File: src/rtl/bcc_pkg.sv
package bcc_pkg;

    // Register map (word index into the configuration space)
    localparam int unsigned PADDR_W = 4;
    localparam logic [1:0] REG_DEBOUNCE     = 2'd0;
    localparam logic [1:0] REG_LONG_PRESS   = 2'd1;
    localparam logic [1:0] REG_DOUBLE_CLICK = 2'd2;

    // Reset values of the timing registers
    localparam logic [15:0] DEBOUNCE_RESET     = 16'd20;
    localparam logic [15:0] LONG_PRESS_RESET   = 16'd1000;
    localparam logic [15:0] DOUBLE_CLICK_RESET = 16'd0;

    // Item kinds
    localparam logic OP_SCAN  = 1'b0;
    localparam logic OP_CLEAR = 1'b1;

    // Pin levels (active-low button)
    localparam logic LEVEL_PRESSED  = 1'b0;
    localparam logic LEVEL_RELEASED = 1'b1;

    // Event flag masks
    localparam logic [4:0] EV_PRESS   = 5'b00001;
    localparam logic [4:0] EV_SINGLE  = 5'b00010;
    localparam logic [4:0] EV_LONG    = 5'b00100;
    localparam logic [4:0] EV_RELEASE = 5'b01000;
    localparam logic [4:0] EV_DOUBLE  = 5'b10000;

    // Click counter limits
    localparam logic [1:0] CLICKS_ONE = 2'd1;
    localparam logic [1:0] CLICKS_TWO = 2'd2;
    localparam logic [1:0] CLICKS_MAX = 2'd3;

    typedef enum logic [1:0] {
        MODE_IDLE        = 2'd0,
        MODE_PRESS_DEB   = 2'd1,
        MODE_PRESSED     = 2'd2,
        MODE_RELEASE_DEB = 2'd3
    } mode_t;

    typedef struct packed {
        logic [15:0] debounce_ticks;
        logic [15:0] long_press_ticks;
        logic [15:0] double_click_ticks;
    } bcc_cfg_t;

    typedef struct packed {
        logic        operation;
        logic        level;
        logic [31:0] now_ticks;
        logic [4:0]  clear_mask;
    } bcc_item_t;

    typedef struct packed {
        mode_t       mode;
        logic [1:0]  click_count;
        logic [4:0]  pending_events;
        logic [31:0] edge_time;
        logic [31:0] release_mark;
        logic        long_held;
    } bcc_state_t;

    // Wrapping time difference compared against a limit
    function automatic logic elapsed(logic [31:0] now, logic [31:0] since,
                                     logic [15:0] limit);
        logic [31:0] diff;
        diff = now - since;
        return diff >= {16'd0, limit};
    endfunction

endpackage

File: src/rtl/bcc_cfg.sv
module bcc_cfg (
    input  logic                        clk,
    input  logic                        rst_n,
    input  logic                        psel,
    input  logic                        penable,
    input  logic                        pwrite,
    input  logic [bcc_pkg::PADDR_W-1:0] paddr,
    input  logic [31:0]                 pwdata,
    output logic [31:0]                 prdata,
    output logic                        pready,
    output bcc_pkg::bcc_cfg_t           cfg
);

    bcc_pkg::bcc_cfg_t cfg_reg;
    logic              wr_en;
    logic [1:0]        reg_idx;

    assign pready  = 1'b1;
    assign wr_en   = psel & penable & pwrite;
    assign reg_idx = paddr[3:2];
    assign cfg     = cfg_reg;

    // Register writes on the access phase
    always_ff @(posedge clk or negedge rst_n)
    begin
        if (!rst_n)
        begin
            cfg_reg.debounce_ticks     <= bcc_pkg::DEBOUNCE_RESET;
            cfg_reg.long_press_ticks   <= bcc_pkg::LONG_PRESS_RESET;
            cfg_reg.double_click_ticks <= bcc_pkg::DOUBLE_CLICK_RESET;
        end
        else if (wr_en)
        begin
            unique case (reg_idx)
                bcc_pkg::REG_DEBOUNCE:     cfg_reg.debounce_ticks     <= pwdata[15:0];
                bcc_pkg::REG_LONG_PRESS:   cfg_reg.long_press_ticks   <= pwdata[15:0];
                bcc_pkg::REG_DOUBLE_CLICK: cfg_reg.double_click_ticks <= pwdata[15:0];
                default: ;
            endcase
        end
    end

    // Read-back
    always_comb
    begin
        unique case (reg_idx)
            bcc_pkg::REG_DEBOUNCE:     prdata = {16'd0, cfg_reg.debounce_ticks};
            bcc_pkg::REG_LONG_PRESS:   prdata = {16'd0, cfg_reg.long_press_ticks};
            bcc_pkg::REG_DOUBLE_CLICK: prdata = {16'd0, cfg_reg.double_click_ticks};
            default:                   prdata = 32'd0;
        endcase
    end

endmodule

File: src/rtl/bcc_step.sv
module bcc_step (
    input  bcc_pkg::bcc_cfg_t   cfg,
    input  bcc_pkg::bcc_item_t  item,
    input  bcc_pkg::bcc_state_t cur,
    output bcc_pkg::bcc_state_t nxt
);

    logic deb_done;
    logic long_done;
    logic dbl_done;

    assign deb_done  = bcc_pkg::elapsed(item.now_ticks, cur.edge_time, cfg.debounce_ticks);
    assign long_done = bcc_pkg::elapsed(item.now_ticks, cur.edge_time, cfg.long_press_ticks);
    assign dbl_done  = bcc_pkg::elapsed(item.now_ticks, cur.release_mark,
                                        cfg.double_click_ticks);

    // Next state of the classifier for one item
    always_comb
    begin
        nxt = cur;
        if (item.operation == bcc_pkg::OP_CLEAR)
        begin
            nxt.pending_events = cur.pending_events & ~item.clear_mask;
        end
        else
        begin
            unique case (cur.mode)
                bcc_pkg::MODE_IDLE:
                begin
                    // lone click times out into a single
                    if (cur.click_count == bcc_pkg::CLICKS_ONE && dbl_done)
                    begin
                        nxt.pending_events = cur.pending_events | bcc_pkg::EV_SINGLE;
                        nxt.click_count    = 2'd0;
                    end
                    if (item.level == bcc_pkg::LEVEL_PRESSED)
                    begin
                        nxt.mode      = bcc_pkg::MODE_PRESS_DEB;
                        nxt.edge_time = item.now_ticks;
                    end
                end
                bcc_pkg::MODE_PRESS_DEB:
                begin
                    if (deb_done)
                    begin
                        if (item.level == bcc_pkg::LEVEL_PRESSED)
                        begin
                            // press overwrites all pending flags
                            nxt.pending_events = bcc_pkg::EV_PRESS;
                            nxt.mode           = bcc_pkg::MODE_PRESSED;
                        end
                        else
                        begin
                            nxt.mode = bcc_pkg::MODE_IDLE;
                        end
                    end
                end
                bcc_pkg::MODE_PRESSED:
                begin
                    if (item.level == bcc_pkg::LEVEL_RELEASED)
                    begin
                        nxt.mode      = bcc_pkg::MODE_RELEASE_DEB;
                        nxt.edge_time = item.now_ticks;
                        if (!cur.long_held && cur.click_count != bcc_pkg::CLICKS_MAX)
                            nxt.click_count = cur.click_count + 2'd1;
                    end
                    else if (long_done)
                    begin
                        nxt.pending_events = cur.pending_events | bcc_pkg::EV_LONG;
                        nxt.long_held      = 1'b1;
                    end
                end
                bcc_pkg::MODE_RELEASE_DEB:
                begin
                    // release taken as confirmed at expiry whatever the level
                    if (deb_done)
                    begin
                        nxt.mode           = bcc_pkg::MODE_IDLE;
                        nxt.pending_events = cur.pending_events | bcc_pkg::EV_RELEASE;
                        if (cur.long_held)
                        begin
                            nxt.long_held   = 1'b0;
                            nxt.click_count = 2'd0;
                        end
                        else if (cur.click_count == bcc_pkg::CLICKS_ONE)
                        begin
                            nxt.release_mark = item.now_ticks;
                        end
                        else if (cur.click_count >= bcc_pkg::CLICKS_TWO)
                        begin
                            nxt.pending_events = cur.pending_events | bcc_pkg::EV_RELEASE
                                               | bcc_pkg::EV_DOUBLE;
                            nxt.click_count    = 2'd0;
                        end
                    end
                end
                default: ;
            endcase
        end
    end

endmodule

File: src/rtl/button_click_classifier_core.sv
// Push-button click classifier for an active-low pin.
// Input stream (s_*): one transfer per item. s_tuser is the operation
// (0 scan, 1 clear flags); s_tdata carries level, a 32-bit tick stamp and
// the clear mask. Output stream (m_*): one transfer per input item, m_tdata
// holding the five sticky event flags after that item (press, single, long,
// release, double click).
// Timing registers are written over the APB port at byte addresses 0, 4, 8
// (debounce, long press, double-click window); the user must write them only
// while the block is idle, which the block itself does not enforce. An
// accepted item is held in the input register, classified as it moves into
// the result register, and offered on m_tvalid from there. Throughput: one
// item per cycle while the receiver takes results, set by the single
// classifier update between the input register and the result register.
// Reset: timing registers return to 20, 1000 and 0 ticks, the classifier
// goes idle with no flags and no clicks, and both stages are empty.
// A stalled receiver holds the result register; the input register still
// takes one more item, after which s_tready drops until the result moves.
module button_click_classifier_core (
    input  logic                        clk,
    input  logic                        rst_n,
    // input stream
    input  logic                        s_tvalid,
    output logic                        s_tready,
    input  logic [39:0]                 s_tdata,  // level, now_ticks[31:0], clear_mask[4:0], pad
    input  logic                        s_tuser,  // operation
    // result stream
    output logic                        m_tvalid,
    input  logic                        m_tready,
    output logic [7:0]                  m_tdata,  // events[4:0], pad
    // configuration
    input  logic                        psel,
    input  logic                        penable,
    input  logic                        pwrite,
    input  logic [bcc_pkg::PADDR_W-1:0] paddr,
    input  logic [31:0]                 pwdata,
    output logic [31:0]                 prdata,
    output logic                        pready
);

    bcc_pkg::bcc_cfg_t   cfg;
    bcc_pkg::bcc_item_t  item_reg;
    logic                in_valid_reg;
    bcc_pkg::bcc_state_t state_reg;
    bcc_pkg::bcc_state_t state_next;
    logic [4:0]          events_reg;
    logic                out_valid_reg;
    logic                out_free;
    logic                advance;

    bcc_cfg u_cfg (
        .clk     (clk),
        .rst_n   (rst_n),
        .psel    (psel),
        .penable (penable),
        .pwrite  (pwrite),
        .paddr   (paddr),
        .pwdata  (pwdata),
        .prdata  (prdata),
        .pready  (pready),
        .cfg     (cfg)
    );

    bcc_step u_step (
        .cfg  (cfg),
        .item (item_reg),
        .cur  (state_reg),
        .nxt  (state_next)
    );

    // Handshake between the two stages
    assign out_free = !out_valid_reg || m_tready;
    assign advance  = in_valid_reg && out_free;
    assign s_tready = !in_valid_reg || advance;

    // Input register
    always_ff @(posedge clk or negedge rst_n)
    begin
        if (!rst_n)
            in_valid_reg <= 1'b0;
        else if (s_tready)
            in_valid_reg <= s_tvalid;
    end

    always_ff @(posedge clk)
    begin
        if (s_tready && s_tvalid)
        begin
            item_reg.operation  <= s_tuser;
            item_reg.level      <= s_tdata[0];
            item_reg.now_ticks  <= s_tdata[32:1];
            item_reg.clear_mask <= s_tdata[37:33];
        end
    end

    // Classifier state, updated as each item moves to the result register
    always_ff @(posedge clk or negedge rst_n)
    begin
        if (!rst_n)
        begin
            state_reg.mode           <= bcc_pkg::MODE_IDLE;
            state_reg.click_count    <= 2'd0;
            state_reg.pending_events <= 5'd0;
            state_reg.edge_time      <= 32'd0;
            state_reg.release_mark   <= 32'd0;
            state_reg.long_held      <= 1'b0;
        end
        else if (advance)
        begin
            state_reg <= state_next;
        end
    end

    // Result register
    always_ff @(posedge clk or negedge rst_n)
    begin
        if (!rst_n)
            out_valid_reg <= 1'b0;
        else if (out_free)
            out_valid_reg <= in_valid_reg;
    end

    always_ff @(posedge clk)
    begin
        if (advance)
            events_reg <= state_next.pending_events;
    end

    assign m_tvalid = out_valid_reg;
    assign m_tdata  = {3'd0, events_reg};

    // long press flag only lives while the button is down or releasing
    a_long_held_mode: assert property (@(posedge clk) disable iff (!rst_n)
        state_reg.long_held |-> (state_reg.mode == bcc_pkg::MODE_PRESSED ||
                                 state_reg.mode == bcc_pkg::MODE_RELEASE_DEB))
        else $error("long_held outside a press");

    // state moves only when an item is handed to the result register
    a_state_hold: assert property (@(posedge clk) disable iff (!rst_n)
        !advance |=> $stable(state_reg))
        else $error("classifier state changed without a transfer");

    // a held input item is not dropped while the result side is stalled
    a_item_kept: assert property (@(posedge clk) disable iff (!rst_n)
        (in_valid_reg && !advance) |=> (in_valid_reg && $stable(item_reg)))
        else $error("pending input item lost");

endmodule

File: config.mk
export PLATFORM = sky130hd
export DESIGN_NAME = button_click_classifier_core
export DESIGN_NICKNAME = d
export VERILOG_FILES = /design/src/rtl/bcc_pkg.sv /design/src/rtl/bcc_cfg.sv /design/src/rtl/bcc_step.sv /design/src/rtl/button_click_classifier_core.sv
export SDC_FILE = /design/constraint.sdc
export NUM_CORES = 1
export LEC_CHECK = 0
export BUFFER_PORTS_ARGS = -buffer_cell sky130_fd_sc_hd__buf_2
export CORE_UTILIZATION = 50
export DETAILED_ROUTE_END_ITERATION = 7
export PLACE_DENSITY_LB_ADDON = 0.2
export RECOVER_POWER = 100
export SLEW_MARGIN = 20
export SYNTH_ARGS = -nofsm -noshare
export SYNTH_HDL_FRONTEND = slang
export SYNTH_SLANG_ARGS = --single-unit
File: constraint.sdc
create_clock -name clk -period 10.6 [get_ports clk]
set_clock_uncertainty 0.1 [all_clocks]
set_input_delay 2.12 -clock clk [delete_from_list [all_inputs] [get_ports clk]]
set_output_delay 2.12 -clock clk [all_outputs]
set_load 0.01 [all_outputs]
* After elaboration in Yosys (flattened, before gate mapping) *
Cells that the tools add are included.

storage, ports and cells
  flip-flop bits (word level) = 168
  output and inout port bits = 43
  logic and storage cells = 95
  input port bits = 84

operators by class
  reductions and logical operators = 22
  bitwise logic cells = 6
  add/sub/neg operators = 3
  eq/ne operators = 17
  order comparisons = 4
  multiplexer cells = 27

operators by type and width
  kind                  number
  $ge A32 B16 Y1        3
  $mux W32              2
  $pmux W32 S2          1
  $sub A32 B32 Y32      2
  $pmux W16 S3          1
  $mux W7               3
  $mux W5               4
  $pmux W5 S4           1
  $reduce_and A6 Y1     3
  $mux W2               5
  $ne A2 B1 Y1 const B  5
  $mux W9               1
  $reduce_and A9 Y1     1
  $ne A2 B2 Y1 const B  4
  $pmux W2 S4           1
  $eq A2 B1 Y1 const B  3
  $eq A2 B2 Y1 const B  3
  $mux W3               2
  $pmux W2 S3           1
  $reduce_and A2 Y1     3
  $and A5 B5 Y5         1
  $not A5 Y5            1
  $reduce_and A5 Y1     1
  $logic_and A1 B1 Y1   4
  14 further kinds      23

* Depth between registers and ports, before layout *
Gate-level depths: netlist of the first run.

  depth in word-level cells = 7
  depth in mapped cells = 20
  gate-level depth less buffers = 20

* Modules after synthesis *
A second synthesis of the first run with hierarchy kept.

unflattened totals
  cell total of the unflattened synthesis = 1345
  area total of the unflattened synthesis = 13385.3 um^2

modules (own cells, without submodules)
  module                        seq. area each (um^2)  instances  cells each  area an instance (um^2)
  bcc_step                      0.0                    1          954         6596.3
  button_click_classifier_core  3223.1                 1          213         4446.8
  bcc_cfg                       1211.2                 1          178         2342.2

* Worst setup path before layout of the first run *
Ideal clock, no wire load.

  path type = input port to output port
  from = input port paddr[2] (netlist name)
  to = output port prdata[10]
  data required time = 8.380 ns
  stages = 4
  arrival time = 3.399 ns
  buffers on the path = 2
  slack = 4.981 ns
  path through = clkbuf_1 > clkbuf_1 > mux2i_1 > o21ai_0

between the ends
  longest elaborated chain between the ends = 2
  elaborated cells between the ends (all ways) = 4
  classes of those cells = eq/ne (2); mux (1); reduce/logical (1)

ends and longest elaborated chain
  element                                     RTL line                            RTL
  from (decl)                                 button_click_classifier_core.sv:34  input logic [bcc_pkg::PADDR_W-1:0] paddr,
  $eq A2 B2 Y1, or another cell as far along  bcc_cfg.sv:46                       unique case (reg_idx)
  $pmux W16 S3 (*)                            bcc_cfg.sv:46
  to (decl)                                   button_click_classifier_core.sv:36  output logic [31:0] prdata,

Every way passes the cells marked *; elsewhere a longest branch is shown, timed or not.

* Worst setup path after layout of the first run *
  from = input port paddr[2] (netlist name)
  to = output port prdata[15]

The elaborated chain is that of the path after synthesis.

==> flow_summary.json, run 1 <==
{
  "core_um2": 23500,
  "die-width_um": 157,
  "slew_headroom": -1.97,
  "path_clk_slew_ps": 60,
  "clk_path_buf_depth": 2,
  "synth_edf_count": 44,
  "cp-start-kind": "input pin",
  "tightest_slew_ps": 4450,
  "min_path_type": "flip-flop to flip-flop",
  "setup_viol": 0,
  "first_global_vias": 8848,
  "track_usage": 0.227,
  "avgSynthCellArea_um2": 9.53,
  "start_util": 0.510,
  "synth-seq-area-share": 0.369,
  "insertion_delay_ps": 430,
  "hold_violations": 0,
  "arrival_ps": 4200,
  "ioPinCount": 127,
  "gp_congestion": 0.911,
  "vias_per_cell": 5.58,
  "syn_inst": 1261,
  "layout_min_cycle_time_ps": 6420,
  "hold_ws_ps": 387,
  "crit_type": "input pin to primary output",
  "cts_hold_buf": 0,
  "drt_first_pass_iters": 5,
  "dp_hpwl_um": 20800,
  "drc": 0,
  "grt_max_degree": 83,
  "violations": "capacitance limit, slew limit",
  "yosysUniqueCellTypes": 83,
  "grt_pass1_wl_um": 43700,
  "dieArea_um2": 24600,
  "total_power_mw": 3.50,
  "cts_tree": "built",
  "dp.cells": 1635,
  "finalNonFillerCells": 1667,
  "ys_warn_count": 0,
  "critPathMaxFanout": 20,
  "drt_iter0_drc": 513,
  "fin_nets": 1534,
  "cts_resized": 0,
  "antenna_left": 0,
  "fin_crit_sh": 0.605,
  "synthArstFlopShare": 0.738,
  "finalSetupTns_ps": 0,
  "max-cap-violations": 6,
  "ys.flop_type": "dfrtp_1",
  "nFillCells": 2225,
  "h-tree-depth": 4,
  "p_leak_nw": 5.77,
  "setup.worst_path.end_class": "primary output",
  "p_per_area_nw_per_um2": 269,
  "numCtsBuffers": 17,
  "n_antenna_cell": 0,
  "post_drt_wl_per_cell_um": 16.0,
  "final_layout_size_suffix_gt1_frac": 0.131,
  "postCtsSetupBuffers": 0,
  "ys_ff_latch": 168,
  "syn_to_final_growth_pct": 8.05,
  "report.final.slew_viol_count": 202,
  "vias": 9310,
  "grt_overflow_total": 0,
  "netlist_area_um2": 12000,
  "pre_cts_ws_ps": 5000,
  "antenna_found_initial": 0,
  "rsz0062_at_grt": "no",
  "port_buffers": 86,
  "outcome": "complete, but fails checks",
  "rows": 56,
  "clockRootBuffer": "clkbuf_16",
  "cts.sinks": 168,
  "fin_ws_ps": 4180,
  "r2r_slack_ps": 4790,
  "irDropWorstVdd_mv": 0.104,
  "largest_reg_flops": 73,
  "cp.required_ps": 8380,
  "max_freq_mhz": 156,
  "wl_um": 26700,
  "die_h_um": 157
}
stage by stage:
stage               area [um2]   util
floorplan                12100      -
global placement         12600  0.537
detailed placement       12600  0.537
CTS                      13200  0.560
global route             13000  0.551
finish                   13000  0.551
metal layers:
metal / track usage / routed length [um] / vias to the layer above
met1: 0.319 / 13300 / 4438
met3: 0.0306 / 941 / 34
met4: 0.0686 / 371 / 0
met2: 0.363 / 12100 / 217
met5: 0 / 0 / -
li1: - / - / 4621
cells in the mapped netlist, types with 6 or more instances:
| cell | number | area [um2] |
|---|---|---|
| nand3_1 | 21 | 105 |
| xnor2_1 | 30 | 263 |
| a21oi_1 | 80 | 400 |
| nor2b_1 | 9 | 56.3 |
| clkbuf_1 | 28 | 105 |
| mux2_4 | 29 | 435 |
| buf_4 | 21 | 158 |
| o21ai_0 | 103 | 515 |
| nor2_1 | 60 | 225 |
| ha_1 | 113 | 1410 |
| nand2b_1 | 11 | 68.8 |
| a21o_1 | 28 | 210 |
| a21boi_0 | 6 | 45.0 |
| nand2_1 | 120 | 450 |
| edfxtp_1 | 44 | 1320 |
| a31oi_1 | 8 | 50.1 |
| nor4_1 | 8 | 50.1 |
| inv_1 | 131 | 492 |
| a211oi_1 | 11 | 82.6 |
| a211o_1 | 7 | 61.3 |
| mux2i_1 | 20 | 200 |
| nand4_1 | 20 | 125 |
| dfrtp_1 | 116 | 2900 |
| o211ai_1 | 6 | 45.0 |
| o21a_1 | 17 | 128 |
| or2_2 | 7 | 43.8 |
| mux2_2 | 51 | 574 |
| xor2_1 | 21 | 184 |
| dfstp_2 | 8 | 210 |
| and2_1 | 7 | 43.8 |
| nor3_1 | 17 | 85.1 |
worst max-delay path: stages:
cell	delay, ps
clkbuf_1	1060
nor2b_1	90
clkbuf_1	410
nand2_1	160
o21ai_0	170
clkbuf_1	180
where the power goes:
part	switching (mW)	internal, mW
Sequential	0.109	0.852
Combinational	1.12	0.830
Clock	0.269	0.316
Total	1.50	2.00
layout make-up:
type                            instances  area, um2  share of cell area
Inverter                              131        492              0.0379
Tap cell                              319        399              0.0308
Clock buffer                           21        460              0.0355
Timing Repair Buffer                   92        427              0.0329
Clock inverter                         11       87.6             0.00675
Sequential cell                       168       4430               0.342
Multi-Input combinational cell        925       6680               0.515
path summary, 6_finish.rpt:
path | end | startpoint | cells after the start
max | prdata[15] | paddr[2] | 6
min | state_reg[33]$_DFFE_PN0P_ | state_reg[33]$_DFFE_PN0P_ | 2
max reg2reg | state_reg[5]$_DFFE_PN0P_ | item_reg[5]$_DFFE_PP_ | 19
min reg2reg | state_reg[33]$_DFFE_PN0P_ | state_reg[33]$_DFFE_PN0P_ | 2
max in group asynchronous | state_reg[64]$_DFFE_PN0P_ | rst_n | 1
min in group asynchronous | state_reg[5]$_DFFE_PN0P_ | rst_n | 1
cell usage in the layout, fill, tap and decap left out, types with 8 or more instances in the layout:
master / count
conb_1: 20
nor3_1: 17
mux2i_1: 20
xnor2_1: 30
a21o_1: 28
edfxtp_1: 44
a211oi_1: 11
o21a_1: 17
dfstp_2: 8
nand4_1: 20
buf_2: 62
ha_1: 113
inv_1: 131
nand2_1: 120
mux2_2: 51
dfrtp_1: 116
nor4_1: 9
nor2b_1: 9
xor2_1: 21
clkbuf_16: 17
nor2_1: 60
clkbuf_1: 31
o21ai_0: 104
nand3_1: 21
a21oi_1: 80
mux2_1: 29
a31oi_1: 8
nand2b_1: 11
kinds of logic (layout without fill, tap and decap cells):
group,count (synthesis),count (layout),share of synthesized area
and+or+nand+nor,308,308,0.127
buffers and inverters,186,255,0.0688
xor gates and xnor gates,51,51,0.0372
muxes,100,100,0.101
AOI/OAI and AO/OA,331,331,0.176
adders and majority gates,115,115,0.121
DFF,168,168,0.369
other,2,20,0.000625
(Power assumes the default switching activity.)
==> run 2, diff against run 1 <==
clock period = 5.9 ns   (was 10.6 ns; I/O delays follow)
==> run 2 against run 1 <==
Effect of this change:
- the run still ends with capacitance limit, slew limit left
- final area about the same
- cell count is 0.12% higher
- routed wire length down 0.25%
- combinational power up 79%
- highest routed layer unchanged
==> flow_summary.json, run 2 (same netlist as run 1, synthesis figures left out) <==
{
  "crit_type": "flip-flop to flip-flop",
  "first_global_vias": 8730,
  "cts.sinks": 168,
  "fin_nets": 1535,
  "min_path_type": "flip-flop to flip-flop",
  "insertion_delay_ps": 430,
  "drt_first_pass_iters": 5,
  "clk_path_buf_depth": 2,
  "slowest_delay_ps": 780,
  "irDropWorstVdd_mv": 0.216,
  "layout_min_cycle_time_ps": 5180,
  "critPathMaxFanout": 9,
  "drt_iter0_drc": 498,
  "cts_hold_buf": 0,
  "antenna_left": 0,
  "port_buffers": 86,
  "path_clk_slew_ps": 70,
  "setup.worst_path.end_class": "flip-flop",
  "rsz0062_at_grt": "no",
  "grt_pass1_wl_um": 43700,
  "die_h_um": 157,
  "h-tree-depth": 4,
  "vias": 9235,
  "ioPinCount": 127,
  "gp_congestion": 0.903,
  "dieArea_um2": 24600,
  "grt_max_degree": 62,
  "slew_headroom": -1.21,
  "cp.required_ps": 6000,
  "cp-start-kind": "flip-flop",
  "antenna_found_initial": 1,
  "max-cap-violations": 3,
  "hold_ws_ps": 388,
  "r2r-start": "item_reg[5]$_DFFE_PP_",
  "outcome": "complete, but fails checks",
  "final_cell_mix": "131 x inv_1, 120 x nand2_1, 116 x dfrtp_1, 113 x ha_1, 104 x o21ai_0",
  "violations": "capacitance limit, slew limit",
  "wl_um": 26600,
  "setup_viol": 0,
  "rr_endpoint": "events_reg[4]$_DFFE_PP_",
  "path_cells": "inv_1 > ha_1 > fa_1 > and2b_1 > o2111ai_1 > nand2_1 > a31oi_1 > nor2_1 > nor2_1 > xnor2_1 > ha_1 > a21oi_1 > nor2b_1 > o41ai_1 > nand2_1 > nor4b_2 > o21bai_1 > a32o_1",
  "max_freq_mhz": 193,
  "cts_tree": "built",
  "track_usage": 0.227,
  "drc": 0,
  "arrival_ps": 5280,
  "r2r_slack_ps": 720,
  "die-width_um": 157,
  "clockRootBuffer": "clkbuf_16",
  "fin_crit_sh": 0.878,
  "dp_hpwl_um": 20800,
  "start_util": 0.510,
  "final_common_cell": "inv_1",
  "grt_overflow_total": 0,
  "p_per_area_nw_per_um2": 482,
  "rows": 56,
  "critPathLaunch": "item_reg[5]$_DFFE_PP_",
  "setup.worst_path.end": "events_reg[4]$_DFFE_PP_",
  "postCtsSetupBuffers": 0,
  "largest_reg_flops": 73,
  "finalSetupTns_ps": 0,
  "post_drt_wl_per_cell_um": 15.9,
  "rr_worst_depth": 18,
  "final_layout_size_suffix_gt1_frac": 0.133,
  "cts_resized": 0,
  "p_leak_nw": 5.79,
  "vias_per_cell": 5.53,
  "syn_to_final_growth_pct": 8.12,
  "core_um2": 23500,
  "tightest_slew_ps": 3320,
  "numCtsBuffers": 17,
  "hold_violations": 0,
  "report.final.slew_viol_count": 138,
  "critPathSlowestCell": "nor4b_2"
}
run 2: cell count changes in the layout (fill, tap and decap cells not counted), sizes merged:
cell,delta
clkinv,+4
inv,-1
diode,+1
clkinvlp,-2
run 2: critical path: cells and delay by family (launching register included):
| family | cells | cell delay, ps |
|---|---|---|
| AO/OA/AOI/OAI | 6 | 1860 |
| XOR/XNOR | 1 | 190 |
| AND/OR/NAND/NOR | 7 | 1580 |
| adder cells (fa/ha/maj) | 3 | 720 |
| buffers and inverters | 1 | 130 |
| flip-flops | 1 | 380 |
run 2: cell type report:
type	instances	area [um2]
fillers	2201	10600
multi-input cells	925	6690
flip-flops and latches	168	4430
inverters	131	492
clock buffers	20	447
repair buffers	93	433
well taps	319	399
clock inverters	12	91.3
diodes	1	2.50
run 2: power by group:
group	internal [mW]	total (mW)	switching, mW
clock	0.556	1.04	0.484
combinational	1.49	3.49	2.00
sequential	1.53	1.73	0.196
total	3.58	6.26	2.68
run 2: worst min-delay path by stage:
stage | startpoint | endpoint | depth (start not counted)
final | state_reg[6]$_DFFE_PN0P_ | state_reg[6]$_DFFE_PN0P_ | 1
after floorplan | state_reg[33]$_DFFE_PN0P_ | state_reg[33]$_DFFE_PN0P_ | 2
after detailed placement | state_reg[65]$_DFFE_PN0P_ | state_reg[65]$_DFFE_PN0P_ | 1
after CTS | state_reg[65]$_DFFE_PN0P_ | state_reg[65]$_DFFE_PN0P_ | 1
after global placement | in_valid_reg$_DFFE_PN0N_ | m_tvalid$_DFFE_PN0P_ | 1
after global routing | state_reg[51]$_DFFE_PN0P_ | state_reg[51]$_DFFE_PN0P_ | 1
run 2: through the flow:
stage | cell area, um2 | util | std cells | worst slack (ps) | power [mW]
detailed placement | 12600 | 0.537 | 1636 | 909 | 5.30
global route | 13000 | 0.552 | 1669 | 328 | 6.85
global placement | 12600 | 0.537 | 1636 | 993 | 5.22
floorplan | 12100 | - | 1279 | 1810 | 4.53
CTS | 13200 | 0.560 | 1668 | 887 | 6.37
finish | 13000 | 0.552 | 1669 | 720 | 6.26
run 2: layer usage:
metal	GRT usage	vias to the layer above	wire length, um
met1	0.322	4358	13200
met2	0.360	216	12000
met3	0.0292	32	1000
li1	-	4629	-
met4	0.0691	0	394
met5	0	-	0
==> run 3, diff against run 2 <==
GPL_TIMING_DRIVEN = 0   (was unset)
==> run 3 against run 2 <==
Effect of this change:
- the run still ends with capacitance limit, slew limit left
- total power up 2.3%
- non-clock buffer count up 50
- final area up 2.6%
- flip-flop and latch count unchanged
- hold slack about the same
- via count up 3.1%
- setup slack worse by 120 ps
==> flow_summary.json, run 3 (same netlist as run 1, synthesis figures left out) <==
{
  "setup_viol": 0,
  "cts_hold_buf": 0,
  "hold_violations": 0,
  "cp.required_ps": 6110,
  "postCtsSetupBuffers": 0,
  "numCtsBuffers": 17,
  "wl_um": 28000,
  "antenna_left": 0,
  "rr_worst_depth": 16,
  "core_um2": 23500,
  "port_buffers": 86,
  "slew_headroom": -0.902,
  "dp.cells": 1686,
  "rsz0062_at_grt": "no",
  "setup.worst_path.end_class": "flip-flop",
  "antenna_found_initial": 0,
  "wl_met2_um": 12600,
  "gp_congestion": 0.920,
  "wl_met3_um": 1270,
  "max-cap-violations": 4,
  "largest_reg_flops": 73,
  "hp-start": "state_reg[16]$_DFFE_PN0P_",
  "path_clk_slew_ps": 70,
  "dieArea_um2": 24600,
  "first_global_vias": 8870,
  "post_drt_wl_per_cell_um": 16.3,
  "fin_crit_sh": 0.898,
  "p_leak_nw": 5.96,
  "max_freq_mhz": 189,
  "finalSetupTns_ps": 0,
  "final_common_cell": "inv_1",
  "start_util": 0.510,
  "total_power_mw": 6.40,
  "grt_max_degree": 74,
  "cp-start-kind": "flip-flop",
  "h-tree-depth": 4,
  "top_layer_used": "met4",
  "whs_endpoint": "state_reg[16]$_DFFE_PN0P_",
  "min_path_type": "flip-flop to flip-flop",
  "die_h_um": 157,
  "hold_depth": 1,
  "grt_overflow_total": 0,
  "rr_endpoint": "state_reg[31]$_DFFE_PN0P_",
  "wl_met1_um": 13700,
  "outcome": "complete, but fails checks",
  "tightest_slew_ps": 2850,
  "ioPinCount": 127,
  "irDropWorstVdd_mv": 0.211,
  "r2r-start": "item_reg[5]$_DFFE_PP_",
  "report.final.slew_viol_count": 164,
  "final_layout_size_suffix_gt1_frac": 0.148,
  "n_antenna_cell": 0,
  "fin_nets": 1585,
  "syn_to_final_growth_pct": 11.0,
  "layout_min_cycle_time_ps": 5300,
  "hold_ws_ps": 388,
  "cts_tree": "built",
  "finalNonFillerCells": 1718,
  "clockRootBuffer": "clkbuf_16",
  "critPathMaxFanout": 10,
  "drc": 0,
  "drt_iter0_drc": 609,
  "grt_pass1_wl_um": 44700,
  "dp_hpwl_um": 22100,
  "vias": 9523,
  "r2r_slack_ps": 600,
  "final_cell_mix": "131 x inv_1, 120 x nand2_1, 116 x dfrtp_1, 113 x ha_1, 104 x o21ai_0",
  "track_usage": 0.236,
  "insertion_delay_ps": 440,
  "cts.sinks": 168,
  "cts_resized": 0,
  "vias_per_cell": 5.54,
  "rows": 56,
  "crit_type": "flip-flop to flip-flop",
  "drt_first_pass_iters": 5,
  "arrival_ps": 5510,
  "die-width_um": 157,
  "clk_path_buf_depth": 2,
  "violations": "capacitance limit, slew limit",
  "p_per_area_nw_per_um2": 480
}
-- run 3: final cells by class --
class                      count  area (um2)
clock inverter                14         139
clock buffer                  18         429
multi-input combinational    925        6690
buffer                        55         335
inverter                     131         492
timing repair buffer          88         408
fill                        2191       10200
tap                          319         399
sequential                   168        4430
-- run 3: worst max-delay path by stage --
stage	start	endpoint	slack, ps
3_5_place_dp	item_reg[5]$_DFFE_PP_	events_reg[4]$_DFFE_PP_	950
6_report	item_reg[5]$_DFFE_PP_	state_reg[31]$_DFFE_PN0P_	600
2_1_floorplan	item_reg[5]$_DFFE_PP_	events_reg[4]$_DFFE_PP_	1810
3_3_place_gp	item_reg[5]$_DFFE_PP_	events_reg[4]$_DFFE_PP_	960
5_1_grt	item_reg[6]$_DFFE_PP_	state_reg[31]$_DFFE_PN0P_	320
4_1_cts	item_reg[5]$_DFFE_PP_	events_reg[4]$_DFFE_PP_	940
-- run 3: routing by layer --
metal,vias up,GRT usage
met5,-,0
li1,4738,-
met3,33,0.0366
met1,4519,0.328
met4,0,0.0640
met2,233,0.380
-- run 3: report_power, final --
| part | total (mW) | internal (mW) | switching (mW) |
|---|---|---|---|
| Sequential | 1.72 | 1.53 | 0.190 |
| Clock | 1.09 | 0.593 | 0.499 |
| Combinational | 3.59 | 1.53 | 2.06 |
| Total | 6.40 | 3.65 | 2.75 |
-- run 3: worst max-delay path, stage by stage (launching register included) --
cell       delay (ps)
edfxtp_1          350
inv_1              70
ha_1              220
fa_1              410
and2b_1           240
o2111ai_1         180
a2111oi_2         620
nor3_2            160
xnor2_1           200
ha_1              330
o2111a_1          190
o41ai_1           100
nand3_1            80
nor4_1             70
nor3_1           1200
buf_6             310
mux2_1            340
-- run 3: metrics by stage --
step	instance area (um2)	util	worst slack [ps]
after floorplan	12100	-	1810
after global placement	12900	0.548	958
after detailed placement	13000	0.551	954
after CTS	13500	0.575	939
after global routing	13300	0.566	321
final	13300	0.566	600
